--- config.mk ---
export PLATFORM = sky130hd
export DESIGN_NAME = page_table_walker_top
export DESIGN_NICKNAME = d
export VERILOG_FILES = /design/src/pwt_pkg.sv /design/src/pwt_step.sv /design/src/page_table_walker_top.sv
export SDC_FILE = /design/constraint.sdc
export NUM_CORES = 1
export LEC_CHECK = 0
export ABC_AREA = 1
export BUFFER_PORTS_ARGS = -buffer_cell sky130_fd_sc_hd__buf_2
export CORE_ASPECT_RATIO = 0.6
export CORE_MARGIN = 2
export CORE_UTILIZATION = 52
export CTS_BUF_LIST = sky130_fd_sc_hd__clkbuf_4 sky130_fd_sc_hd__clkbuf_8 sky130_fd_sc_hd__clkbuf_16
export CTS_CLUSTER_SIZE = 14
export DETAILED_ROUTE_END_ITERATION = 8
export GPL_TIMING_DRIVEN = 0
export MAX_ROUTING_LAYER = met4
export PLACE_DENSITY = 0.72
export SLEW_MARGIN = 20
export SYNTH_ARGS = -nofsm -noshare
export SYNTH_HDL_FRONTEND = slang
export SYNTH_SLANG_ARGS = --single-unit
export TNS_END_PERCENT = 20
--- constraint.sdc ---
create_clock -name i_clk -period 6.75 [get_ports i_clk]
set_input_delay 0.675 -clock i_clk [delete_from_list [all_inputs] [get_ports i_clk]]
set_output_delay 0.675 -clock i_clk [all_outputs]
set_load 0.02 [all_outputs]
--- src/pwt_pkg.sv ---
package pwt_pkg;

    localparam int INDEX_BITS_DEF = 9;
    localparam int PAGE_SHIFT     = 12;
    localparam int LARGE_BIT      = 7;
    localparam int VADDR_W        = 48;
    localparam int ADDR_W         = 64;
    localparam int APB_ADDR_W     = 4;
    localparam int APB_DATA_W     = 64;

    localparam logic [ADDR_W-1:0] ROOT_MASK       = 64'hFFFF_FFFF_FFFF_F000;
    localparam logic [ADDR_W-1:0] ENTRY_MASK_INIT = 64'h000F_FFFF_FFFF_F000;

    // Register select bit of paddr: registers sit 8 bytes apart
    localparam int REG_SEL_BIT = 3;

    typedef enum logic {
        REG_TABLE_ROOT = 1'b0,
        REG_ENTRY_MASK = 1'b1
    } t_reg_sel;

    typedef enum logic {
        CMD_START = 1'b0,
        CMD_RESP  = 1'b1
    } t_cmd;

    typedef enum logic [1:0] {
        KIND_READ  = 2'd0,
        KIND_DONE  = 2'd1,
        KIND_ERROR = 2'd2
    } t_kind;

    typedef enum logic [1:0] {
        SIZE_4K = 2'd0,
        SIZE_2M = 2'd1,
        SIZE_1G = 2'd2
    } t_page_size;

    typedef enum logic [1:0] {
        LVL_IDLE   = 2'd0,
        LVL_TOP    = 2'd1,
        LVL_SECOND = 2'd2,
        LVL_THIRD  = 2'd3
    } t_level;

    typedef struct packed {
        t_cmd                cmd;
        logic [VADDR_W-1:0]  vaddr;
        logic [ADDR_W-1:0]   read_data;
    } t_in_item;

    typedef struct packed {
        t_kind               kind;
        logic [ADDR_W-1:0]   entry_addr;
        t_page_size          page_size;
    } t_out_item;

    typedef struct packed {
        t_level              level;
        logic [VADDR_W-1:0]  saved_vaddr;
        logic [ADDR_W-1:0]   pending_addr;
    } t_walk_state;

endpackage

--- src/pwt_step.sv ---
module pwt_step #(
    parameter int INDEX_BITS = pwt_pkg::INDEX_BITS_DEF
) (
    input  pwt_pkg::t_in_item                i_item,
    input  pwt_pkg::t_walk_state             i_state,
    input  logic [pwt_pkg::ADDR_W-1:0]       i_table_root,
    input  logic [pwt_pkg::ADDR_W-1:0]       i_entry_mask,
    output pwt_pkg::t_out_item               o_result,
    output pwt_pkg::t_walk_state             o_state
);
    import pwt_pkg::*;

    localparam int LEVELS = 4;

    logic [INDEX_BITS-1:0] w_idx [LEVELS];
    logic [INDEX_BITS-1:0] w_idx_sel;
    logic [ADDR_W-1:0]     w_base;
    logic [ADDR_W-1:0]     w_base_sel;
    logic [ADDR_W-1:0]     w_entry_addr;
    logic                  w_large;
    logic                  w_start_ok;

    assign w_base     = i_item.read_data & i_entry_mask;
    assign w_large    = i_item.read_data[LARGE_BIT];
    assign w_start_ok = (i_item.cmd == CMD_START) && (i_state.level == LVL_IDLE);

    // Index of each level; the top index comes from the new address on a start
    always_comb begin
        for (int k = 0; k < LEVELS; k++) begin
            if (k == 0) begin
                w_idx[k] = INDEX_BITS'(i_item.vaddr >>
                           (PAGE_SHIFT + INDEX_BITS * (LEVELS - 1)));
            end else begin
                w_idx[k] = INDEX_BITS'(i_state.saved_vaddr >>
                           (PAGE_SHIFT + INDEX_BITS * (LEVELS - 1 - k)));
            end
        end
    end

    always_comb begin
        w_base_sel = w_base;
        w_idx_sel  = w_idx[0];
        unique case (i_state.level)
            LVL_IDLE: begin
                w_base_sel = i_table_root & ROOT_MASK;
                w_idx_sel  = w_idx[0];
            end
            LVL_TOP:    w_idx_sel = w_idx[1];
            LVL_SECOND: w_idx_sel = w_idx[2];
            LVL_THIRD:  w_idx_sel = w_idx[3];
            default:    w_idx_sel = w_idx[0];
        endcase
    end

    assign w_entry_addr = w_base_sel + ADDR_W'({w_idx_sel, 3'b000});

    // Next state
    always_comb begin
        o_state = i_state;
        if (i_item.cmd == CMD_START) begin
            if (w_start_ok) begin
                o_state.level        = LVL_TOP;
                o_state.saved_vaddr  = i_item.vaddr;
                o_state.pending_addr = w_entry_addr;
            end
        end else begin
            unique case (i_state.level)
                LVL_IDLE: o_state = i_state;
                LVL_TOP: begin
                    o_state.level        = LVL_SECOND;
                    o_state.pending_addr = w_entry_addr;
                end
                LVL_SECOND: begin
                    if (w_large) begin
                        o_state.level = LVL_IDLE;
                    end else begin
                        o_state.level        = LVL_THIRD;
                        o_state.pending_addr = w_entry_addr;
                    end
                end
                LVL_THIRD: begin
                    o_state.level = LVL_IDLE;
                    if (!w_large) begin
                        o_state.pending_addr = w_entry_addr;
                    end
                end
                default: o_state = i_state;
            endcase
        end
    end

    // Result
    always_comb begin
        o_result.kind       = KIND_ERROR;
        o_result.entry_addr = '0;
        o_result.page_size  = SIZE_4K;
        if (i_item.cmd == CMD_START) begin
            if (w_start_ok) begin
                o_result.kind       = KIND_READ;
                o_result.entry_addr = w_entry_addr;
            end
        end else begin
            unique case (i_state.level)
                LVL_IDLE: o_result.kind = KIND_ERROR;
                LVL_TOP: begin
                    o_result.kind       = KIND_READ;
                    o_result.entry_addr = w_entry_addr;
                end
                LVL_SECOND: begin
                    if (w_large) begin
                        o_result.kind       = KIND_DONE;
                        o_result.entry_addr = i_state.pending_addr;
                        o_result.page_size  = SIZE_1G;
                    end else begin
                        o_result.kind       = KIND_READ;
                        o_result.entry_addr = w_entry_addr;
                    end
                end
                LVL_THIRD: begin
                    o_result.kind = KIND_DONE;
                    if (w_large) begin
                        o_result.entry_addr = i_state.pending_addr;
                        o_result.page_size  = SIZE_2M;
                    end else begin
                        // last-level entry is not read, only located
                        o_result.entry_addr = w_entry_addr;
                    end
                end
                default: o_result.kind = KIND_ERROR;
            endcase
        end
    end

endmodule

--- src/page_table_walker_top.sv ---
// Channel   Direction  Signals                              Transfer when
// in        input      i_in_valid, o_in_stall, i_in_item    valid high, stall low
// out       output     o_out_valid, i_out_stall, o_out_item valid high, stall low
// cfg       input      psel, penable, pwrite, paddr, pwdata  psel, penable, pwrite
//
// One item per cycle while o_in_stall is low; each item yields one result, registered into the output
// register, or into the skid register when the output is stalled. The walk state updates as the item is
// taken, and o_in_stall rises only while the skid register is full.
// Synchronous active-low reset empties the output and skid registers, clears
// the walk state and loads the register reset values.
module page_table_walker_top #(
    parameter int INDEX_BITS = pwt_pkg::INDEX_BITS_DEF
) (
    input  logic                             i_clk,
    input  logic                             i_rst_n,
    input  logic                             i_in_valid,
    output logic                             o_in_stall,
    input  pwt_pkg::t_in_item                i_in_item,
    output logic                             o_out_valid,
    input  logic                             i_out_stall,
    output pwt_pkg::t_out_item               o_out_item,
    input  logic                             psel,
    input  logic                             penable,
    input  logic                             pwrite,
    input  logic [pwt_pkg::APB_ADDR_W-1:0]   paddr,
    input  logic [pwt_pkg::APB_DATA_W-1:0]   pwdata,
    output logic [pwt_pkg::APB_DATA_W-1:0]   prdata,
    output logic                             pready
);
    import pwt_pkg::*;

    logic [ADDR_W-1:0] r_table_root;
    logic [ADDR_W-1:0] r_entry_mask;
    t_walk_state       r_state;
    t_walk_state       w_state_next;
    t_out_item         w_result;
    t_out_item         r_out;
    t_out_item         n_out;
    logic              r_out_valid;
    logic              n_out_valid;
    t_out_item         r_skid;
    t_out_item         n_skid;
    logic              r_skid_valid;
    logic              n_skid_valid;
    logic              w_accept;
    logic              w_take;
    logic              w_cfg_write;
    t_reg_sel          w_reg_sel;

    assign pready      = 1'b1;
    assign w_reg_sel   = t_reg_sel'(paddr[REG_SEL_BIT]);
    assign w_cfg_write = psel && penable && pwrite && pready;

    always_comb begin
        unique case (w_reg_sel)
            REG_TABLE_ROOT: prdata = r_table_root;
            REG_ENTRY_MASK: prdata = r_entry_mask;
            default:        prdata = '0;
        endcase
    end

    always_ff @(posedge i_clk) begin
        if (!i_rst_n) begin
            r_table_root <= '0;
            r_entry_mask <= ENTRY_MASK_INIT;
        end else if (w_cfg_write) begin
            if (w_reg_sel == REG_TABLE_ROOT) begin
                r_table_root <= pwdata;
            end else begin
                r_entry_mask <= pwdata;
            end
        end
    end

    pwt_step #(
        .INDEX_BITS (INDEX_BITS)
    ) u_step (
        .i_item       (i_in_item),
        .i_state      (r_state),
        .i_table_root (r_table_root),
        .i_entry_mask (r_entry_mask),
        .o_result     (w_result),
        .o_state      (w_state_next)
    );

    assign o_in_stall  = r_skid_valid;
    assign w_accept    = i_in_valid && !o_in_stall;
    assign w_take      = r_out_valid && !i_out_stall;
    assign o_out_valid = r_out_valid;
    assign o_out_item  = r_out;

    always_ff @(posedge i_clk) begin
        if (!i_rst_n) begin
            r_state.level        <= LVL_IDLE;
            r_state.saved_vaddr  <= '0;
            r_state.pending_addr <= '0;
        end else if (w_accept) begin
            r_state <= w_state_next;
        end
    end

    always_comb begin
        n_out        = r_out;
        n_out_valid  = r_out_valid;
        n_skid       = r_skid;
        n_skid_valid = r_skid_valid;
        if (w_take) begin
            if (r_skid_valid) begin
                // drain the skid first; no transfer in while it is full
                n_out        = r_skid;
                n_skid_valid = 1'b0;
            end else begin
                n_out       = w_result;
                n_out_valid = w_accept;
            end
        end else if (w_accept) begin
            if (!r_out_valid) begin
                n_out       = w_result;
                n_out_valid = 1'b1;
            end else begin
                n_skid       = w_result;
                n_skid_valid = 1'b1;
            end
        end
    end

    always_ff @(posedge i_clk) begin
        if (!i_rst_n) begin
            r_out_valid  <= 1'b0;
            r_skid_valid <= 1'b0;
        end else begin
            r_out_valid  <= n_out_valid;
            r_skid_valid <= n_skid_valid;
        end
    end

    always_ff @(posedge i_clk) begin
        r_out  <= n_out;
        r_skid <= n_skid;
    end

endmodule

Word-level counts from Yosys, hierarchy flattened. Cells that the tools add are included.

Add/sub/neg operators: 1. Equality and inequality tests: 6. Multiplexer cells: 25. Bitwise logic cells: 5. Reductions and logical operators: 20.

Operators by type and width (count): $mux 68 (4); $pmux 64 s2 (2); $mux 114 (2); $pmux 64 s3 (1); $mux 66 (2); $mux 64 (2); $mux 65 (1); $add 64x12->64 (1); $and 64x64->64 (1); $pmux 9 s4 (1); $reduce_and 2->1 (5); $reduce_and 3->1 (3); $pmux 2 s4 (1); $mux 2 (3); $pmux 2 s3 (1); $logic_and 1x1->1 (5); $eq 2x2->1 const B (2); $mux 1 (4); $ne 2x2->1 const B (2); $not 1->1 (4); $pmux 2 s2 (1); $reduce_bool 2->1 (2); $reduce_or 2->1 (2); $eq 2x1->1 const B (1); 3 further kinds (4).

Register bits after elaboration: 380. Input port bits: 188. Output and inout bits: 135. Word-level logic and storage cells: 70.

Longest topological paths before layout.
Word-level depth: 9. Gate-level depth with buffers: 27. Depth with buffers taken out: 25.

By module. A second synthesis with hierarchy kept.

Cells, all modules: 3477. Area total of the unflattened synthesis: 22145.0 um2.

Modules (own cells, without submodules): page_table_walker_top (instances 1, cells an instance 1800, area each 14884.3 um2, seq. area each 8968.6 um2); pwt_step (instances 1, cells an instance 1677, area each 7260.7 um2, seq. area each 0.0 um2).

Worst setup path before layout. OpenSTA, ideal clock, no wires.

Path type: input to register. From: input port i_in_valid. To: register r_out, in the netlist o_out_item[0] (enable). Setup time: 0.588 ns. Data arrival time: 5.568 ns. Required time: 6.162 ns. Path slack: 0.594 ns. Stages on the path: 2. Path buffers: 0. Cell sequence: nand2_1 -> o21ai_0.

Cells in the longest elaborated chain, start to end: 3.

Ends and longest elaborated chain: from (decl) (line page_table_walker_top.sv:16) `input logic i_in_valid,`; $logic_and 1x1->1 (line page_table_walker_top.sv:87) `assign w_accept = i_in_valid && !o_in_stall;`; $reduce_bool 2->1 (no source line); $reduce_and 2->1 (no source line); to (signal assigned) (line page_table_walker_top.sv:138) `r_out <= n_out;`; to (decl) (line page_table_walker_top.sv:37) `t_out_item r_out;`.

Every way passes these cells. A chain may end at the register's enable or synchronous reset.

==> impl_metrics.sql <==
INSERT INTO impl_metrics (metric_group, metric, value, unit) VALUES
('global_routing', 'grt_pass1_vias', '22353', ''),
('critical_path', 'critPathKind', 'register to register', ''),
('cells_and_area', 'post_route_cells_drive_above_1_share', '0.121', ''),
('timing', 'finalHoldViolCount', '0', ''),
('critical_path', 'crit_path_dat', '6.03', 'ns'),
('route', 'initialDrtViolationCount', '3962', ''),
('timing', 'timing_max_transition_violations_final', '0', ''),
('floorplan', 'pin_count', '323', ''),
('yosys', 'async_flop_share', '0', ''),
('global_routing', 'pin_count_of_the_biggest_net_entering_global_routing', '30', ''),
('global_routing', 'grtUsageTotal', '0.428', ''),
('floorplan', 'core-area', '39100', 'sq um'),
('route', 'wl', '87600', 'um'),
('clock_tree', 'worst_setup_hold_path_clk_slew', '0.06', 'ns'),
('clock_tree', 'cts_max_path_buffers', '3', ''),
('yosys', 'yosys_warnings', '0', ''),
('floorplan', 'fp.dieArea', '41300', 'sq um'),
('clock_tree', 'tritoncts', 'built', ''),
('timing', 'totalNegativeSetupSlack', '0', 'ns'),
('floorplan', 'core.rowCount', '56', ''),
('route', 'drc_errors', '0', ''),
('clock_tree', 'cts-buffers-inserted', '37', ''),
('timing', 'rsz0062_at_grt', 'no', ''),
('timing', 'ratio_of_final_minimum_period_to_clock_period', '0.846', ''),
('yosys', 'synth.cell_area', '20600', 'sq um'),
('route', 'detail_route.first_pass.iterations', '9', ''),
('clock_tree', 'ctsRootBufferMaster', 'clkbuf_16', ''),
('yosys', 'synth_seq_cells', '359', ''),
('route', 'route.vias.total', '24196', ''),
('critical_path', 'critical_path.endpoint_type', 'register', ''),
('clock_tree', 'cts-resized-gates', '0', ''),
('clock_tree', 'clock_insertion_delay_worst_skew', '0.57', 'ns'),
('timing', 'slew_hr', '0.104', ''),
('critical_path', 'crit_path_max_fanout', '10', ''),
('global_routing', 'globalRoute.totalOverflow', '0', ''),
('cells_and_area', 'most-common-layout-cells', '1292 x nand2_1, 450 x nor2_1, 316 x buf_2, 316 x o21ai_0, 223 x dfxtp_1', ''),
('clock_tree', 'htreeDepth', '2', ''),
('critical_path', 'crit_path_cell_trace', 'clkbuf_1, nor2_1, clkbuf_1, nand2_1, nand4_1, ha_1, inv_1, fa_1, inv_1, nand3_1, nand2_1, nand2_1, nand2_1, nand2_1, nand2_1, nand3_1, o21ai_1, nand3_1, nand2_1, nand2_1, nand2_1, nand2_1, nand2_1, nand2_1', ''),
('cells_and_area', 'final_nets', '3758', ''),
('critical_path', 'cpMaxStageDelayCell', 'nor2_1', ''),
('cells_and_area', 'layout-area-overhead-vs-synth', '17.0', '%'),
('timing', 'fmax', '0.175', 'GHz'),
('run', 'max_cap_viol_count', '0', ''),
('critical_path', 'cpLargestDelayFamily', 'simple AND/OR/NAND/NOR gates', ''),
('floorplan', 'floorplan.initialDensity', '0.528', ''),
('timing', 'worstMarginPinSlew', '1.34', 'ns'),
('clock_tree', 'clock-sinks', '359', ''),
('floorplan', 'floorplan.die.height', '158', 'um'),
('min_path', 'classification_of_the_worst_slack_hold_path', 'primary input to register', ''),
('run_status', 'status', 'finished clean', ''),
('yosys', 'syn_inst', '3213', ''),
('clock_tree', 'holdBufCountCts', '0', ''),
('critical_path', 'cp_num_buf_inv', '4', ''),
('yosys', 'netlist_top_cells_area', 'nand2_1 24%, dfxtp_1 22%, edfxtp_1 20%, nor2_1 8.2%, o21ai_0 7.7%', ''),
('floorplan', 'die_span_in_x', '261', 'um'),
('yosys', 'synth.yosys.seq_area_share', '0.414', ''),
('place', 'numPortBuffers', '303', ''),
('global_routing', 'initial_antenna_violation_count', '3', ''),
('critical_path', 'cp-start-kind', 'register', ''),
('route', 'detail-route-antenna-nets', '0', ''),
('cells_and_area', 'layout.cells.most_common', 'nand2_1', ''),
('timing', 'final-setup-viol-count', '0', ''),
('pwr', 'p_leak', '11.3', 'nW'),
('yosys', 'yosysTopAreaCellShare', '0.235', ''),
('yosys', 'dominantRegCellSynth', 'dfxtp_1', ''),
('yosys', 'synth_top_area_cell', 'nand2_1', ''),
('route', 'post_drt_wl_per_cell', '21.3', 'um'),
('yosys', 'number_of_library_cell_types_mapped_by_synthesis', '39', ''),
('timing', 'worst_hold_slack', '0.337', 'ns'),
('yosys', 'synth-edff-count', '136', ''),
('clock_tree', 'cts_setup_buffers', '0', '');
flip-flops by register name (all words and copies together), names as in the netlist:
register,count
o_out_item,68
o_out_valid,1
o_in_stall,1
r_skid,68
r_state,93
r_entry_mask,64
r_table_root,64
routing by layer:
metal	vias up	track usage	wire (um)
met1	11175	0.591	36400
met5	-	-	0
li1	11011	-	-
met3	234	0.114	12600
met4	0	0.132	2680
met2	1776	0.613	35900
worst paths after layout:
| check | slack (ns) | depth (start not counted) | startpoint | endpoint |
|---|---|---|---|---|
| max | 1.04 | 24 | r_state[113] | o_out_item[43] |
| min | 0.34 | 3 | i_in_item[84] | r_state[84] |
| max reg2reg | 1.04 | 24 | r_state[113] | o_out_item[43] |
| min reg2reg | 0.48 | 2 | r_state[2] | r_state[2] |
cell families after synthesis:
kind of cell             after synthesis  share of synthesized area
AND/OR/NAND/NOR                     1953                      0.372
AO/OA/AOI/OAI                        513                      0.128
flip-flops                           359                      0.414
buffers and inverters                350                     0.0665
XOR/XNOR                              20                    0.00849
adder cells (fa/ha/maj)               11                    0.00704
multiplexers                           6                    0.00291
other                                  1                   0.000182
layout make-up:
class / count / area (sq um)
sequential: 359 / 8550
fill: 3642 / 15000
inverter: 182 / 683
timing repair buffer: 307 / 1610
buffer: 168 / 688
clock buffer: 51 / 1080
clock inverter: 16 / 125
antenna: 4 / 10.0
tap: 522 / 653
multi-input combinational: 2504 / 10700
worst register-to-register path: cells and delay by family (launching register included):
family / cells / cell delay, ns
DFF: 1 / 0.38
AOI/OAI and AO/OA: 1 / 0.34
adders and majority gates: 2 / 0.65
and+or+nand+nor: 17 / 3.08
buffers and inverters: 4 / 1.03
where the power goes:
group | internal (mW) | switching (mW)
sequential | 2.41 | 0.0640
clock | 1.18 | 0.944
combinational | 0.392 | 1.10
total | 3.98 | 2.11
stage by stage:
stage          instances   util  worst slack, ns  area [sq um]
6_report            4113  0.617             1.04         24100
5_1_grt             4112  0.617            0.951         24100
4_1_cts             4109  0.617             1.48         24100
3_5_place_dp        4042  0.586             1.53         22900
3_3_place_gp        4038  0.583           -0.972         22800
2_1_floorplan       3213      -            0.594         20600
synth_stat cells (4+ instances only):
cell type and n:
nand2_1 1292, nor2_1 451, o21ai_0 317, dfxtp_1 223
inv_1 172, nand3_1 144, edfxtp_1 136, clkbuf_1 124
a21oi_1 111, o21ai_1 42, a31oi_1 24, buf_1 22
nand4_1 21, xor2_1 14, buf_2 13, nor2_2 13
ha_1 10, or2_2 10, buf_4 7, nor3_1 7
mux2i_1 6, nand2_2 6, o211ai_1 6, xnor2_1 6
clkinv_1 5, inv_2 5, nand3b_1 4, o22ai_1 4
Note: power is estimated with default switching activity, not from simulation.
